==> src/rpa_pkg.sv <==
`timescale 1ns / 1ps
// ----------------------------------------------------------------------------
// rpa_pkg: shared types and constants of the page allocator
// Request and result payloads, status and operation codes, and the command
// that travels from the front end to the back end.
// ----------------------------------------------------------------------------
package rpa_pkg;

    localparam int unsigned PAGES      = 1024;
    localparam int unsigned COUNT_BITS = 16;
    localparam int unsigned PAGE_BITS  = (PAGES > 1) ? $clog2(PAGES) : 1;
    localparam int unsigned FC_BITS    = $clog2(PAGES + 1);
    localparam int unsigned ADDR_BITS  = 32;
    localparam int unsigned OFFSET_BITS = 12;

    localparam logic [FC_BITS-1:0]    PAGES_FC   = FC_BITS'(PAGES);
    localparam logic [ADDR_BITS-OFFSET_BITS:0] PAGES_CMP =
        (ADDR_BITS - OFFSET_BITS + 1)'(PAGES);
    localparam logic [PAGE_BITS-1:0]  LAST_PAGE  = PAGE_BITS'(PAGES - 1);
    localparam logic [COUNT_BITS-1:0] COUNT_MAX  = '1;
    localparam logic [COUNT_BITS-1:0] COUNT_ONE  = COUNT_BITS'(1);

    typedef enum logic [1:0] {
        OP_SEED    = 2'd0,
        OP_ACQUIRE = 2'd1,
        OP_RELEASE = 2'd2,
        OP_GET     = 2'd3
    } op_t;

    typedef enum logic [2:0] {
        STS_OK        = 3'd0,
        STS_UNALIGNED = 3'd1,
        STS_RANGE     = 3'd2,
        STS_OVERFLOW  = 3'd3,
        STS_UNREF     = 3'd4,
        STS_NONE      = 3'd5,
        STS_FULL      = 3'd6
    } status_t;

    typedef struct packed {
        op_t                   operation;
        logic [ADDR_BITS-1:0]  page_address;
    } in_item_t;

    typedef struct packed {
        logic [ADDR_BITS-1:0]  result_address;
        status_t               status;
    } out_item_t;

    typedef struct packed {
        op_t                   op;
        logic [ADDR_BITS-1:0]  addr;
        status_t               pre_status;
        logic [PAGE_BITS-1:0]  page;
    } cmd_t;

    typedef enum logic [2:0] {
        BK_CLEAR,
        BK_IDLE,
        BK_CNT_EXEC,
        BK_GET_CHECK,
        BK_STK_WAIT,
        BK_GET_CNT
    } back_state_t;

endpackage

==> src/rpa_queue.sv <==
`timescale 1ns / 1ps
// ----------------------------------------------------------------------------
// rpa_queue: two-entry command queue
// Decouples the classifying front end from the back-end sequencer.
// ----------------------------------------------------------------------------
module rpa_queue (
    input  logic          aclk,
    input  logic          aresetn,
    input  logic          push,
    input  rpa_pkg::cmd_t push_cmd,
    output logic          push_ready,
    input  logic          pop,
    output logic          pop_valid,
    output rpa_pkg::cmd_t pop_cmd
);

    rpa_pkg::cmd_t entry_reg [2];
    logic          wr_ptr_reg, wr_ptr_next;
    logic          rd_ptr_reg, rd_ptr_next;
    logic [1:0]    count_reg, count_next;

    assign push_ready = (count_reg != 2'd2);
    assign pop_valid  = (count_reg != 2'd0);
    assign pop_cmd    = entry_reg[rd_ptr_reg];

    always_comb begin
        wr_ptr_next = push ? ~wr_ptr_reg : wr_ptr_reg;
        rd_ptr_next = pop  ? ~rd_ptr_reg : rd_ptr_reg;
        count_next  = count_reg;
        if (push && !pop) begin
            count_next = count_reg + 2'd1;
        end else if (pop && !push) begin
            count_next = count_reg - 2'd1;
        end
    end

    always_ff @(posedge aclk) begin
        if (!aresetn) begin
            wr_ptr_reg <= 1'b0;
            rd_ptr_reg <= 1'b0;
            count_reg  <= 2'd0;
        end else begin
            wr_ptr_reg <= wr_ptr_next;
            rd_ptr_reg <= rd_ptr_next;
            count_reg  <= count_next;
        end
    end

    always_ff @(posedge aclk) begin
        if (push) begin
            entry_reg[wr_ptr_reg] <= push_cmd;
        end
    end

endmodule

==> config.mk <==
export PLATFORM = sky130hd
export DESIGN_NAME = rpa_queue
export DESIGN_NICKNAME = d
export VERILOG_FILES = /design/src/rpa_pkg.sv /design/src/rpa_queue.sv
export SDC_FILE = /design/constraint.sdc
export NUM_CORES = 1
export LEC_CHECK = 0
export BUFFER_PORTS_ARGS = -buffer_cell sky130_fd_sc_hd__buf_2
export CELL_PAD_IN_SITES_DETAIL_PLACEMENT = 1
export CELL_PAD_IN_SITES_GLOBAL_PLACEMENT = 1
export CORE_ASPECT_RATIO = 2
export CORE_MARGIN = 2
export CORE_UTILIZATION = 47
export DETAILED_ROUTE_END_ITERATION = 16
export GPL_ROUTABILITY_DRIVEN = 0
export PLACE_DENSITY = 0.91
export SLEW_MARGIN = 20
export SYNTH_ARGS = -nofsm -noshare
export SYNTH_HDL_FRONTEND = slang
export SYNTH_SLANG_ARGS = --single-unit
==> constraint.sdc <==
create_clock -name aclk -period 7.9 [get_ports aclk]
set_clock_uncertainty 0.15 [all_clocks]
set_input_delay 1.975 -clock aclk [delete_from_list [all_inputs] [get_ports aclk]]
set_output_delay 1.975 -clock aclk [all_outputs]
set_load 0.03 [all_outputs]
# Word-level counts from Yosys, hierarchy flattened
# Memories as Yosys holds them, arrays and structs flattened. A register that Yosys moved wholly into a read port is not among the register bits.
# Index checks and enable logic that the tools add are counted.
# word_totals
mem_bits_rw	94
elab_cells	21
register_bits	4
memories	1
input_bits	51
# op_classes
bitwise	2
n_addsub	2
eq_ne	1
reduce_logical	6
mux	6
# memory_table
memory	depth	word_bits	read_ports	rd_clocked_by_memory_dff	wr	line	rtl
entry_reg	2	47	1	1	1	rpa_queue.sv:17	rpa_pkg::cmd_t entry_reg [2];
# op_table
op	count
$mux 1	4
$mux 2	2
$reduce_bool 2->1	2
$add 2x1->2 const B	1
$logic_and 1x1->1	2
$logic_not 1->1	2
$ne 2x2->1 const B	1
$not 1->1	2
$sub 2x1->2 const B	1

# Logic depth before layout (Yosys ltp)
# logic_depth
word_depth	4
ltp_mapped	5
mapped_depth_nobuf	5

# Worst setup path after synthesis
# OpenSTA, ideal clock, no wires.
# synth_timing
path_kind	input port to flip-flop
start	input push
end	memory entry_reg[0][0] in the netlist's numbering, enable pin
required_time_ps	7292
path_stages	1
n_path_buf	0
setup_ps	458
setup_slack_ps	3197
t_arrival_ps	4094
path_cell_list	nor2b_1
# synth_via
elab_chain_len	2
# synth_lines
element	line	rtl
start, declared	rpa_queue.sv:9	input logic push,
$mux 1	rpa_queue.sv:50	if (push) begin
$mux 1 (implied by the code)	rpa_queue.sv:51	entry_reg[wr_ptr_reg] <= push_cmd;
end, declared	rpa_queue.sv:17	
# Every way passes these cells.

==> metrics.md <==
| Metric | Value |
|---|---|
| Run status | `finished, final reports clean` |
| Setup bufs post-CTS | `0` |
| Largest family of logic cells by synthesized area | `multiplexers` |
| Synth Area in Compound Gates | `0.005367` |
| GR Util All Layers | `0.1832` |
| Element type at the critical path end | `output pin` |
| Post-layout power | `between 1 and 1.5 mW` |
| Post-DP HPWL | `a little under 5 mm` |
| Largest net degree at the start of global routing | `48` |
| Synthesized instance count | `approximately 170` |
| Antenna diodes | `0` |
| Worst EP arrival | `2.18 ns` |
| Aggregate routed wire length | `7.202 mm` |
| PD cells | `253.4 nW/um^2` |
| Cell Chain, Critical Path | `buf_4, mux2_1, buf_2` |
| Max FO, Critical Path | `25` |
| Critical path's top delay family | `flip-flops` |
| Slew @ Worst Pin | `0.7031 ns` |
| Area delta synth->final | `22.74%` |
| # rows | `46` |
| Fill cells | `732` |
| Hold Slack | `approximately 0.44 ns` |
| Fmax | `about 230 MHz` |
| Endpoints failing setup | `0` |
| Clock root cell | `clkbuf_16` |
| Cell area after synthesis | `3730 um^2` |
| Commonest non-fill, non-tap cells in the layout | `buf_2 (99), edfxtp_1 (94), mux2_4 (30)` |
| Commonest non-fill, non-tap cell in the layout | `buf_2` |
| Avg Cell Area, Syn | `22.20 um^2` |
| Initial core utilization | `0.4765` |
| Min-delay worst type | `register to register` |
| Adder-Cell Fraction of Synth Area | `0.003355` |
| Worst Setup Start Kind | `register` |
| Clock period minus worst slack | `4.305 ns` |
| Hold_buf cts | `0` |
| H-tree Lvls | `3` |
| Chip height | `roughly 130 um` |
| Post_cts resized | `0` |
| CTS tree | `done` |
| CP required | `5.78 ns` |
| Final Max Slew Viols | `0` |
| Syn_nets | `220` |
| Drt initial violations | `128` |
| Max incr delay on CP | `approximately 0.76 ns` |
| Num CTS Buffers | `9` |
| I/O pin cnt | `100` |
| Die area | `8707 um^2` |
| Clk pin slew, worst setup/hold paths | `0.06 ns` |
| Worst slew margin | `0.5303` |
| Post-synth cell types | `19` |
| Nets | `327` |
| Max reg flops | `94` |
| TritonRoute pass-1 iters | `4` |
| Setup WS pre-CTS | `3.922 ns` |
| Synth Register Bits | `99` |
| Die W | `66.99 um` |
| LEAKAGE | `1.800 nW` |
| DR vias/cell | `5.056` |
| Initial antenna violation count | `0` |
| Final worst path period share | `0.5450` |
| RSZ-0062 raised after global routing | `no` |
| Worst skew pair latency | `0.33 ns` |
| Share of cells above drive strength 1 | `0.5143` |
| Post-Synth XOR/XNOR Area | `0.007045` |
| Number of global-route vias before repair | `2143` |
| WL/cell | `19.15 um` |
| Post-route setup slack | `3.595 ns` |
| Synth Area in Simple Gates | `0.01510` |
| PortBufs | `99` |
| Slowest cell on the critical path | `dfxtp_2` |
| Worst Path Buf+Inv | `2` |
| Synth warn | `0` |
| DRC Markers | `0` |
| Final instance area | `4578 um^2` |
| Register area | `between 2000 and 3000 um^2` |
| Max clock buf depth | `2` |
| Final hold vios | `0` |
| ANT nets after route | `0` |
| Clk sinks | `99` |
| First-pass GRT wire length | `11.12 mm` |
| Post-DP Area | `4324 um^2` |
| Gr ovfl total | `0` |
| Seq/Total Area, Yosys | `0.7836` |
| Footprint of the multi-input gates | `767.0 um^2` |
| VDD IR max | `between 150 and 200 uV` |
| Mux cell area share after synthesis | `0.1721` |
| Core area | `7828 um^2` |
| Setup TNS | `0 ns` |
| Total number of vias | `1901` |
| WS Path Type | `register to output pin` |
| Number of max-cap violations | `0` |
-- where the power goes --
group	internal [mW]	leakage [nW]	switching [mW]
logic	0.0647	0.753	0.102
registers	0.606	0.924	0.0145
clock network	0.208	0.123	0.165
-- final cells by class --
cell class | count | share of cell area
clock buffers | 11 | 0.05083
inverters | 1 | 0.0008199
flip-flops and latches | 99 | 0.6387
repair buffers | 101 | 0.1115
well taps | 96 | 0.02624
clock inverters | 5 | 0.004373
multi-input cells | 63 | 0.1675
-- routing by layer --
metal  global-route usage  wire length (um)  up-vias
met5                    0                 0        -
met4              0.07323               141        0
met3              0.06638               637       12
met2               0.3171              3861      101
met1               0.2004              2562      919
li1                     -                 -      869
-- synthesized netlist by cell type, drive strengths merged --
library cell  instances  share of area
a21boi                1         0.0020
mux2                 47           0.17
or3                   1         0.0017
ha                    1         0.0034
nor2b                 2         0.0034
xnor2                 1         0.0023
buf                   5          0.012
xor2                  2         0.0047
dfxtp                 5          0.027
inv                   1         0.0010
or2                   1         0.0017
o21ai                 1         0.0013
o21a                  1         0.0020
edfxtp               94           0.76
and2                  4         0.0067
nand2b                1         0.0017
-- worst min-delay path: cells and delay by family, from the launching register on --
family         cells  cell delay (ns)
flip-flops         1             0.34
AO/OA/AOI/OAI      2             0.20
-- kinds of logic (layout without fill, tap and decap cells) --
family,after synthesis,in the layout
adders and majority gates,1,1
AOI/OAI and AO/OA,3,3
xor gates and xnor gates,3,3
buffers and inverters,6,118
muxes,47,47
and+or+nand+nor,9,9
DFF,99,99
-- worst paths after layout --
path	depth (start not counted)	slack [ns]	end	start
worst max-delay path	3	3.59	pop_cmd[43]	register
worst min-delay path	2	0.44	count_reg[1]	count_reg[1]
worst max register to register	2	6.05	entry_reg[0][44]	wr_ptr_reg
worst min register to register	2	0.44	count_reg[1]	count_reg[1]
-- per-stage QoR --
stage,util,cells
finish,0.5849,376
global route,0.5849,376
CTS,0.5847,376
detailed placement,0.5524,360
global placement,0.5524,360
floorplan,-,168
Note: power is estimated with default switching activity, not from simulation.
