--- config.mk ---
export PLATFORM = sky130hd
export DESIGN_NAME = rpa_front
export DESIGN_NICKNAME = d
export VERILOG_FILES = /design/src/rpa_pkg.sv /design/src/rpa_front.sv
export SDC_FILE = /design/constraint.sdc
export NUM_CORES = 1
export LEC_CHECK = 0
export BUFFER_PORTS_ARGS = -buffer_cell sky130_fd_sc_hd__buf_4
export CAP_MARGIN = 20
export CORE_MARGIN = 2
export CORE_UTILIZATION = 45
export CTS_BUF_LIST = sky130_fd_sc_hd__clkbuf_8
export CTS_CLUSTER_SIZE = 28
export DETAILED_ROUTE_END_ITERATION = 10
export GPL_ROUTABILITY_DRIVEN = 0
export PLACE_DENSITY_LB_ADDON = 0.25
export SLEW_MARGIN = 40
export SYNTH_ARGS = -nofsm -noshare
export SYNTH_HDL_FRONTEND = slang
export SYNTH_SLANG_ARGS = --single-unit
--- constraint.sdc ---
create_clock -name aclk -period 4.8 [get_ports aclk]
set_input_delay 0 -clock aclk [delete_from_list [all_inputs] [get_ports aclk]]
set_output_delay 0 -clock aclk [all_outputs]
set_load 0.02 [all_outputs]
--- src/rpa_pkg.sv ---
`timescale 1ns / 1ps
// ----------------------------------------------------------------------------
// rpa_pkg: shared types and constants of the page allocator
// Request and result payloads, status and operation codes, and the command
// that travels from the front end to the back end.
// ----------------------------------------------------------------------------
package rpa_pkg;

    localparam int unsigned PAGES      = 1024;
    localparam int unsigned COUNT_BITS = 16;
    localparam int unsigned PAGE_BITS  = (PAGES > 1) ? $clog2(PAGES) : 1;
    localparam int unsigned FC_BITS    = $clog2(PAGES + 1);
    localparam int unsigned ADDR_BITS  = 32;
    localparam int unsigned OFFSET_BITS = 12;

    localparam logic [FC_BITS-1:0]    PAGES_FC   = FC_BITS'(PAGES);
    localparam logic [ADDR_BITS-OFFSET_BITS:0] PAGES_CMP =
        (ADDR_BITS - OFFSET_BITS + 1)'(PAGES);
    localparam logic [PAGE_BITS-1:0]  LAST_PAGE  = PAGE_BITS'(PAGES - 1);
    localparam logic [COUNT_BITS-1:0] COUNT_MAX  = '1;
    localparam logic [COUNT_BITS-1:0] COUNT_ONE  = COUNT_BITS'(1);

    typedef enum logic [1:0] {
        OP_SEED    = 2'd0,
        OP_ACQUIRE = 2'd1,
        OP_RELEASE = 2'd2,
        OP_GET     = 2'd3
    } op_t;

    typedef enum logic [2:0] {
        STS_OK        = 3'd0,
        STS_UNALIGNED = 3'd1,
        STS_RANGE     = 3'd2,
        STS_OVERFLOW  = 3'd3,
        STS_UNREF     = 3'd4,
        STS_NONE      = 3'd5,
        STS_FULL      = 3'd6
    } status_t;

    typedef struct packed {
        op_t                   operation;
        logic [ADDR_BITS-1:0]  page_address;
    } in_item_t;

    typedef struct packed {
        logic [ADDR_BITS-1:0]  result_address;
        status_t               status;
    } out_item_t;

    typedef struct packed {
        op_t                   op;
        logic [ADDR_BITS-1:0]  addr;
        status_t               pre_status;
        logic [PAGE_BITS-1:0]  page;
    } cmd_t;

    typedef enum logic [2:0] {
        BK_CLEAR,
        BK_IDLE,
        BK_CNT_EXEC,
        BK_GET_CHECK,
        BK_STK_WAIT,
        BK_GET_CNT
    } back_state_t;

endpackage

--- src/rpa_front.sv ---
`timescale 1ns / 1ps
// ----------------------------------------------------------------------------
// rpa_front: request intake and classification
// Registers each request, checks alignment and page range, and hands the
// resulting command to the queue.
// ----------------------------------------------------------------------------
module rpa_front (
    input  logic             aclk,
    input  logic             aresetn,
    input  logic             accept_en,
    input  logic             s_valid,
    output logic             s_ready,
    input  rpa_pkg::in_item_t s_item,
    output logic             q_push,
    output rpa_pkg::cmd_t    q_cmd,
    input  logic             q_ready
);

    logic          front_valid_reg, front_valid_next;
    rpa_pkg::cmd_t front_cmd_reg;
    rpa_pkg::cmd_t cmd_new;
    logic          take;

    always_comb begin
        cmd_new.op   = s_item.operation;
        cmd_new.addr = s_item.page_address;
        cmd_new.page = s_item.page_address[rpa_pkg::OFFSET_BITS +: rpa_pkg::PAGE_BITS];
        if (s_item.operation == rpa_pkg::OP_GET) begin
            cmd_new.pre_status = rpa_pkg::STS_OK;
        end else if (s_item.page_address[rpa_pkg::OFFSET_BITS-1:0] != '0) begin
            cmd_new.pre_status = rpa_pkg::STS_UNALIGNED;
        end else if ({1'b0, s_item.page_address[rpa_pkg::ADDR_BITS-1:rpa_pkg::OFFSET_BITS]}
                     >= rpa_pkg::PAGES_CMP) begin
            cmd_new.pre_status = rpa_pkg::STS_RANGE;
        end else begin
            cmd_new.pre_status = rpa_pkg::STS_OK;
        end
    end

    assign q_push  = front_valid_reg && q_ready;
    assign s_ready = accept_en && (!front_valid_reg || q_ready);
    assign take    = s_valid && s_ready;
    assign q_cmd   = front_cmd_reg;

    always_comb begin
        front_valid_next = front_valid_reg;
        if (take) begin
            front_valid_next = 1'b1;
        end else if (q_push) begin
            front_valid_next = 1'b0;
        end
    end

    always_ff @(posedge aclk) begin
        if (!aresetn) begin
            front_valid_reg <= 1'b0;
        end else begin
            front_valid_reg <= front_valid_next;
        end
    end

    always_ff @(posedge aclk) begin
        if (take) begin
            front_cmd_reg <= cmd_new;
        end
    end

endmodule

# Yosys cells after proc, flatten, opt, wreduce, memory -nomap -nowiden
# Index checks and enable logic that the tools add are counted.
# totals
input_bits	39
output_inout_bits	49
wordCells	20
reg_bits	47
# op_classes
n_lt_le_gt_ge	1
reduce_logical	8
n_eq_ne	1
mux	4
# op_table
op	count
$ge A20 B11 Y1 const B	1
$reduce_bool A12 Y1	1
$logic_and A1 B1 Y1	3
$mux W1	3
$eq A2 B2 Y1 const B	1
$mux W2	1
$reduce_bool A2 Y1	1
$reduce_or A2 Y1	1
$logic_not A1 Y1	1
$logic_or A1 B1 Y1	1

# Depth between registers and ports, before layout
# Gate-level depths: netlist (run 1).
# depth
depth_word	5
depth_mapped	3
mapped_depth_nobuf	3

# Worst setup path before layout (run 1)
# OpenSTA, ideal clock, no wires.
# synth_timing
path_kind	register to register
startpoint	reg front_valid_reg
endpoint	reg front_cmd_reg (netlist bit q_cmd[10]) (enable)
path_slack_ns	3.102
path_stages_with_launch	3
setup_time_ns	0.397
required_ns	4.403
path_buffers	0
t_arrival_ns	1.301
period_less_slack_ns	1.698
path_cell_list	dfxtp_1 > nand2b_1 > and3_1
# synth_via
elab_chain_cells	4
# synth_rtl
item	line_no	rtl
start, declared	rpa_front.sv:19	logic front_valid_reg, front_valid_next;
start signal, assigned	rpa_front.sv:58	front_valid_reg <= front_valid_next;
$logic_not A1 Y1	rpa_front.sv:41	assign s_ready = accept_en && (!front_valid_reg || q_ready);
$logic_or A1 B1 Y1	rpa_front.sv:41	
$logic_and A1 B1 Y1	rpa_front.sv:41	
$logic_and A1 B1 Y1	rpa_front.sv:42	assign take = s_valid && s_ready;
end signal, assigned	rpa_front.sv:64	front_cmd_reg <= cmd_new;
end, declared	rpa_front.sv:20	rpa_pkg::cmd_t front_cmd_reg;
# No other way between the ends.
# A chain may end at the register's enable or synchronous reset.

# Worst setup path in the final report (run 1)
# layout_timing
startpoint	reg front_valid_reg
endpoint	reg front_cmd_reg (netlist bit q_cmd[13]) (enable)
# Same word-level chain as after synthesis.

==> results of run 1 <==
final timing paths:
kind	endpoint	slack, ns	depth (start not counted)
worst max-delay path	q_cmd[13]	3.46	3
worst min-delay path	q_push	0.32	3
worst max register to register	q_cmd[13]	3.46	3
worst min register to register	q_cmd[25]	1.08	3
power by group:
group | switching, W | leakage [nW] | internal (W) | total [W]
combinational | 0.0000484 | 0.610 | 0.0000606 | 0.000109
sequential | 0.00000510 | 0.344 | 0.000371 | 0.000376
clock | 0.000103 | 0.0505 | 0.0000975 | 0.000201
per-layer routing:
metal,wire (um),up-vias
met5,0,-
met4,120,0
met3,284,11
met2,1834,62
met1,1120,474
li1,-,474
cell type report:
type	count	share of cell area [%]
Timing Repair Buffer	123	43.39
Clock inverter	3	0.5356
Clock buffer	5	2.946
Multi-Input combinational cell	18	4.339
Sequential cell	37	47.13
Tap cell	31	1.660
placed cells by master (no fill, tap or decap), drive strengths merged:
master       instances
a21boi               1
a21oi                1
and2                 2
and3                 3
buf                 87
clkbuf               5
clkinv               1
conb                 1
dfxtp                1
dlygate4sd3         36
edfxtp              36
inv                  2
nand2                2
nand2b               1
nand3                1
nor2                 1
nor4                 5
synthesized netlist by cell type:
cell	number
and2_1	2
and3_1	3
nor2_1	1
a21boi_0	1
conb_1	1
nand3_1	1
a21oi_1	1
nand2b_1	1
buf_4	11
nor4_1	5
edfxtp_1	36
nand2_1	2
dfxtp_1	1
per-stage QoR:
stage | instances | cell area [um^2] | setup slack, ns | total power (W) | hold WS [ns]
floorplan | 66 | 1285 | 3.102 | 0.0004182 | 0.09887
global placement | 173 | 1894 | 3.539 | 0.0004645 | 0.1793
detailed placement | 173 | 1894 | 3.472 | 0.0004676 | 0.1798
CTS | 217 | 2336 | 3.463 | 0.0006885 | 0.3270
global route | 217 | 2336 | 3.394 | 0.0007118 | 0.3467
finish | 217 | 2336 | 3.464 | 0.0006859 | 0.3248
timing repair:
item	in CTS	in global routing
endpoints found under the hold margin	35	0
hold buffers	36	0
setup buffers	0	0
critical path, stage by stage (launching register included):
cell	delay [ns]
dfxtp_1	0.31
nand2b_1	0.10
and3_1	0.17
buf_4	0.40
cells by family (layout without fill, tap and decap cells):
| family | after synthesis | count (layout) | share of synthesized area (%) |
|---|---|---|---|
| AND/OR/NAND/NOR | 15 | 15 | 6.621 |
| flip-flops | 37 | 37 | 85.69 |
| AO/OA/AOI/OAI | 2 | 2 | 0.9736 |
| buffers and inverters | 11 | 131 | 6.427 |
| other | 1 | 1 | 0.2918 |
==> flow_metrics.py, run 1 <==
metrics = {
    "run_status": {
        "status": "completed",
    },
    "grt": {
        "grt_pass1_vias": 1094,
        "grtUsageTotal_pct": 21.77,
        "antenna_found_initial": 0,
        "grt_pass1_wl_um": 5002,
        "busiest_layer": "met2",
        "use_met2_pct": 40.75,
        "use_met1_pct": 19.50,
        "overflow": 0,
        "grt_max_degree": 37,
        "grt_use_met3_pct": 6.349,
    },
    "power_and_ir_drop": {
        "vdd_ir_drop_max_mv": 0.2836,
        "power_density_nw_per_um2": 293.6,
        "p_leak_nw": 1.005,
    },
    "route": {
        "ant_nets": 0,
        "post_drt_wl_per_cell_um": 15.48,
        "via_count": 1021,
        "first_pass_iters": 4,
        "drc": 0,
        "routed_wl_um": 3360,
        "drtIter0Drc": 19,
        "via_per_inst": 4.705,
    },
    "clock_network": {
        "cts_made_buffers": 5,
        "cts-htree-levels": 2,
        "root_buffer": "clkbuf_8",
        "cts_sinks": 37,
        "clock_path_buffers": 2,
        "clk_latency_ns": 0.29,
        "cts.clk_slew.worst_paths_ns": 0.07,
        "cts_resized": 0,
        "cts_tree": "built",
    },
    "layout": {
        "largest_register_ffs": 36,
        "drive_gt1_share_pct": 50.00,
        "multiInputGateArea_um2": 101.3,
        "regArea_um2": 1101,
        "nFillCells": 139,
        "syn_to_final_growth_pct": 81.79,
        "diodes": 0,
        "layout.nets": 224,
        "final_util_pct": 85.45,
    },
    "timing": {
        "finalCriticalPeriod_ns": 1.336,
        "setup_viol": 0,
        "hold_violations": 0,
        "clock-skew-final_ns": 0.008535,
        "slew_viol_final": 0,
        "rsz0062_at_grt": "false",
        "fmax_mhz": 748.3,
        "fin_crit_sh_pct": 27.84,
        "tns_ns": 0,
    },
    "worst_setup_path": {
        "crit_start": "front_valid_reg",
        "regToRegStartpoint": "front_valid_reg",
        "arrival_ns": 1.27,
        "critical_path_class": "reg2reg",
        "crit_fanout": 36,
        "required_ns": 4.73,
        "crit_path_end_kind": "flop",
        "start_kind": "flop",
    },
    "yosys": {
        "synth_area_leader_cell": "edfxtp_1",
        "syn-cell-area_um2": 1285,
        "synth_top_cell_area_share_pct": 84.13,
        "ys_seq_elements": 37,
        "synth_seq_area_share_pct": 85.69,
        "syn_nets": 105,
        "synth.distinct_cells": 13,
        "syn_avg_cell_area_um2": 19.47,
        "yosysWarnings": 0,
        "synth_area_leaders": "edfxtp_1 84%, buf_4 6.4%, nor4_1 2.4%, dfxtp_1 1.6%, and3_1 1.5%",
        "syn_inst": 66,
    },
    "flow_run": {
        "cap_violations": 0,
    },
    "floorplan": {
        "design.portCount": 88,
        "fp.coreArea_um2": 2734,
        "die_height_um": 57.44,
        "placementRows": 19,
        "fp.dieW_um": 57.44,
        "die-area_um2": 3299,
        "start_util_pct": 47.00,
    },
    "placement": {
        "dp_hpwl_um": 1995,
        "io_buffers": 86,
    },
    "worst_hold_path": {
        "hold_path_startpoint": "q_ready",
        "hold_path_class": "in2out",
    },
}
(Power assumes the default switching activity.)
==> run 2: changes to the inputs <==
ABC_AREA = 1   (was not set)
CORE_UTILIZATION = 38   (was 45)
clock period = 1.19 ns   (was 4.8 ns; I/O delays follow)
==> flow_metrics.py, run 2 <==
metrics = {
    "grt": {
        "antenna_found_initial": 0,
        "grt_pass1_wl_um": 4961,
        "overflow": 0,
        "grt_max_degree": 19,
        "grtUsageTotal_pct": 16.85,
        "grt_pass1_vias": 1103,
    },
    "clock_network": {
        "cts.clk_slew.worst_paths_ns": 0.06,
        "cts_sinks": 37,
        "cts_tree": "built",
        "cts-htree-levels": 2,
        "cts_resized": 0,
        "root_buffer": "clkbuf_8",
        "clk_latency_ns": 0.28,
        "cts_made_buffers": 5,
        "clock_path_buffers": 2,
    },
    "placement": {
        "io_buffers": 86,
        "dp_hpwl_um": 2108,
        "place_inst": 205,
        "postPlaceCellArea_um2": 1977,
    },
    "worst_setup_path": {
        "crit_fanout": 18,
        "r2r_slack_ns": 0.06,
        "arrival_ns": 1.11,
        "crit_path_max_incr_delay_ns": 0.33,
        "path_cells": "inv_2, nor2_2, nor3_4, buf_4",
        "start_kind": "flop",
        "cp_slowest_cell": "dfxtp_2",
        "crit_path_end_kind": "flop",
        "critical_path_class": "reg2reg",
        "required_ns": 1.16,
    },
    "timing": {
        "clock-skew-final_ns": 0.003896,
        "fmax_mhz": 882.0,
        "setup_viol": 0,
        "finalCriticalPeriod_ns": 1.134,
        "slew_viol_final": 0,
        "tns_ns": 0,
        "rsz0062_at_grt": "false",
        "hold_violations": 0,
        "fin_crit_sh_pct": 95.28,
    },
    "layout": {
        "regArea_um2": 1102,
        "diodes": 0,
        "layout_commonest_cell": "buf_4",
        "nFillCells": 216,
        "layout.nets": 240,
        "design_area_um2": 2404,
        "final_util_pct": 72.03,
        "largest_register_ffs": 36,
        "syn_to_final_growth_pct": 81.23,
        "multiInputGateArea_um2": 137.6,
        "drive_gt1_share_pct": 48.76,
        "layout_common_cells": "88 x buf_4, 36 x edfxtp_1, 35 x dlygate4sd3_1",
        "stdcell_count": 247,
    },
    "power_and_ir_drop": {
        "power.switching_w": 0.0006057,
        "power_w": 0.002737,
        "p_clk_share_pct": 28.1,
        "power_density_nw_per_um2": 1139,
        "vdd_ir_drop_max_mv": 0.8982,
        "p_comb_share_pct": 16.5,
        "p_leak_nw": 1.041,
        "power.internal_w": 0.002131,
        "switching_share_pct": 22.13,
        "seqPwrFrac_pct": 55.4,
    },
    "route": {
        "drtIter0Drc": 36,
        "drc": 0,
        "first_pass_iters": 4,
        "ant_nets": 0,
        "post_drt_wl_per_cell_um": 12.76,
        "routed_wl_um": 3151,
        "via_count": 1069,
        "via_per_inst": 4.328,
    },
    "yosys": {
        "yosys-top-cells-count": "36 x edfxtp_1, 15 x nor2_1, 11 x buf_4",
        "syn_avg_cell_area_um2": 16.17,
        "ys.flop_type": "edfxtp_1",
        "synth_top_cell_area_share_pct": 81.51,
        "syn_inst": 82,
        "synth_area_leaders": "edfxtp_1 82%, buf_4 6.2%, nor2_1 4.2%, nand2_1 1.7%, dfxtp_1 1.5%",
        "synth_area_leader_cell": "edfxtp_1",
        "synth_seq_area_share_pct": 83.02,
        "ys_seq_elements": 37,
        "syn_nets": 121,
        "synth_edf_count": 36,
        "syn-cell-area_um2": 1326,
        "yosysMostFrequentCell": "edfxtp_1",
        "async_reset_ff_share_pct": 0,
        "yosysWarnings": 0,
        "synth.distinct_cells": 13,
    },
    "floorplan": {
        "start_util_pct": 39.75,
        "die-area_um2": 3978,
        "fp.dieW_um": 63.08,
        "design.portCount": 88,
        "die_height_um": 63.08,
        "fp.coreArea_um2": 3337,
        "placementRows": 21,
    },
    "run_status": {
        "status": "completed",
    },
    "flow_run": {
        "cap_violations": 0,
    },
    "worst_hold_path": {
        "hold_path_class": "in2reg",
    },
}
## run 2: cell count changes in the layout (fill, tap and decap cells not counted), sizes merged
cell,previous run,this run
a21oi,1,0
and2,2,1
and3,3,0
buf,87,88
dlygate4sd3,36,35
inv,2,6
nand2,2,6
nand2b,1,0
nand3,1,2
nor2,1,16
nor3,0,1
nor4,5,0
o22ai,0,1
## run 2: repair_timing
item                                   4_1_cts  5_1_grt
hold buffers                                35        0
setup buffers                                0        0
endpoints found under the hold margin       35        0
## run 2: area by class of cell
class / count / area share, %
inverters: 5 / 0.7808
flip-flops and latches: 37 / 45.86
repair buffers: 123 / 42.06
clock buffers: 5 / 2.863
clock inverters: 2 / 0.3123
multi-input cells: 29 / 5.726
well taps: 46 / 2.395
## run 2: power by group through the flow
stage	clock network (W)	logic [W]	registers, W
final	0.000768	0.000453	0.00152
after global routing	0.000849	0.000481	0.00152
after CTS	0.000791	0.000452	0.00152
after detailed placement	0	0.000359	0.00154
after global placement	0	0.000352	0.00154
after floorplan	0	0.0000918	0.00161
## run 2: kinds of logic after synthesis
kind of cell | share of synthesized area [%]
compound gates | 1.038
buf+inv | 7.642
flops | 83.02
other cells | 0.2827
simple gates | 8.019
## run 2: metrics by stage
step	hold slack, ns	setup slack [ns]
2_1_floorplan	0.09759	-0.4880
3_3_place_gp	0.1800	0.08381
3_5_place_dp	0.1814	0.06215
4_1_cts	0.03357	0.05495
5_1_grt	0.04536	0.009190
6_report	0.04485	0.05618
## run 2: final timing paths
| check | start | to | cells after the start |
|---|---|---|---|
| max | front_valid_reg | q_cmd[31] | 4 |
| min | q_ready | front_valid_reg | 4 |
| max reg2reg | front_valid_reg | q_cmd[31] | 4 |
| min reg2reg | front_valid_reg | front_valid_reg | 4 |
## run 2: per-layer routing
layer  GRT usage [%]  vias to the layer above  share of wire [%]
met1           16.22                      480                 33
met5               0                        -                  0
li1                -                      508                  -
met4           7.778                        0                2.5
met2           30.05                       73                 53
met3           8.036                        8                 11
## run 2: critical path, delay by kind of cell (launching register included)
family | cells | cell delay, ns
AND/OR/NAND/NOR | 2 | 0.16
buffers and inverters | 2 | 0.34
flip-flops | 1 | 0.33
==> run 3: changes to the inputs <==
==> constraint.sdc (replaced) <==
create_clock -name aclk -period 1.19 [get_ports aclk]
set_input_delay 0.1785 -clock aclk [delete_from_list [all_inputs] [get_ports aclk]]
set_output_delay 0.1785 -clock aclk [all_outputs]
set_load 0.02 [all_outputs]
==> flow_metrics.py, run 3 (same netlist as run 2, synthesis figures left out) <==
metrics = {
    "timing": {
        "fmax_mhz": 864.9,
        "setup_viol": 0,
        "rsz0062_at_grt": "true",
        "fin_crit_sh_pct": 97.16,
        "slew_viol_final": 0,
        "finalCriticalPeriod_ns": 1.156,
        "tns_ns": 0,
        "clock-skew-final_ns": 0.007001,
        "hold_violations": 0,
    },
    "floorplan": {
        "design.portCount": 88,
        "fp.dieW_um": 63.08,
        "start_util_pct": 39.75,
        "fp.coreArea_um2": 3337,
        "die_height_um": 63.08,
        "die-area_um2": 3978,
        "placementRows": 21,
    },
    "worst_setup_path": {
        "cp_slowest_cell": "dfxtp_2",
        "required_ns": 1.01,
        "crit_path_end_kind": "output pin",
        "critical_path_class": "reg2out",
        "critical_path_buf_inv_count": 2,
        "arrival_ns": 0.98,
        "start_kind": "flop",
        "crit_path_max_incr_delay_ns": 0.33,
        "crit_family": "flip-flops",
        "crit_fanout": 2,
        "path_cells": "inv_2, nor2_4, nor2_1, buf_4",
    },
    "placement": {
        "io_buffers": 86,
        "dp_hpwl_um": 2087,
    },
    "route": {
        "first_pass_iters": 3,
        "via_count": 921,
        "routed_wl_um": 2590,
        "drc": 0,
        "via_per_inst": 4.324,
        "post_drt_wl_per_cell_um": 12.16,
        "ant_nets": 0,
        "drtIter0Drc": 21,
    },
    "layout": {
        "syn_to_final_growth_pct": 57.45,
        "layout.nets": 205,
        "largest_register_ffs": 36,
        "diodes": 0,
        "drive_gt1_share_pct": 59.28,
        "nFillCells": 274,
        "layout_commonest_cell": "buf_4",
        "layout_common_cells": "88 x buf_4, 36 x edfxtp_1, 14 x nor2_1",
    },
    "flow_run": {
        "cap_violations": 0,
    },
    "grt": {
        "grt_pass1_wl_um": 4347,
        "antenna_found_initial": 0,
        "grtUsageTotal_pct": 14.79,
        "grt_pass1_vias": 959,
        "grt_max_degree": 19,
        "overflow": 0,
    },
    "power_and_ir_drop": {
        "power_w": 0.002886,
        "p_leak_nw": 0.9098,
        "vdd_ir_drop_max_mv": 0.6344,
        "power_density_nw_per_um2": 1382,
    },
    "run_status": {
        "status": "completed",
    },
    "worst_hold_path": {
        "hold_path_class": "in2reg",
    },
    "clock_network": {
        "cts_made_buffers": 5,
        "clk_latency_ns": 0.28,
        "cts_hold_buf": 0,
        "clock_path_buffers": 2,
        "cts_sinks": 37,
        "cts_tree": "built",
        "cts-htree-levels": 2,
        "root_buffer": "clkbuf_8",
        "cts.clk_slew.worst_paths_ns": 0.07,
    },
}
[run 3: power breakdown]
| group | switching [W] | total (W) | internal [W] |
|---|---|---|---|
| clock | 0.000407 | 0.00102 | 0.000609 |
| sequential | 0.0000179 | 0.00151 | 0.00150 |
| combinational | 0.000181 | 0.000356 | 0.000175 |
[run 3: path summary, 6_finish.rpt]
check               endpoint  slack, ns            start  depth (start not counted)
max reg2reg        q_cmd[20]       0.06  front_valid_reg                          4
max                  s_ready       0.03  front_valid_reg                          4
min reg2reg  front_valid_reg       0.57  front_valid_reg                          4
min                q_cmd[31]       0.07       s_item[18]                          1
[run 3: layout make-up]
type                    count  area [um^2]  area share (%)
multi-input cells          29        142.6           6.830
flip-flops and latches     37         1102           52.79
inverters                   5        18.77          0.8987
repair buffers             88        660.6           31.64
well taps                  46        57.56           2.756
clock inverters             3        37.54           1.797
clock buffers               5        68.82           3.295
[run 3: metrics by stage]
step	instance area, um^2	setup WS (ns)	hold WS [ns]	util (%)	std cells
floorplan	1341	-0.4880	0.2761	-	82
global placement	1977	0.08004	0.3577	59.24	205
detailed placement	1977	0.05332	0.3603	59.24	205
CTS	2088	0.01039	0.05761	62.58	213
global route	2088	-0.04256	0.05262	62.58	213
finish	2088	0.03377	0.06848	62.58	213
[run 3: repair_timing]
item,CTS,global route
endpoints found under the setup margin,1,37
resized for setup,1,0
setup buffers,0,0
pin swaps,0,0
[run 3: metal layers]
layer / track usage [%] / vias to the layer above / wire [um] / part of all wire, %
li1: - / 438 / - / -
met2: 24.73 / 66 / 1339 / 52
met3: 8.214 / 7 / 351 / 14
met4: 7.500 / 0 / 58 / 2.2
met1: 14.66 / 410 / 841 / 32
met5: 0 / - / 0 / 0
[run 3: worst register-to-register path: cells and delay by family (launching register included)]
kind          cells  cell delay [ns]
simple gates      2             0.15
buf+inv           2             0.34
flops             1             0.32
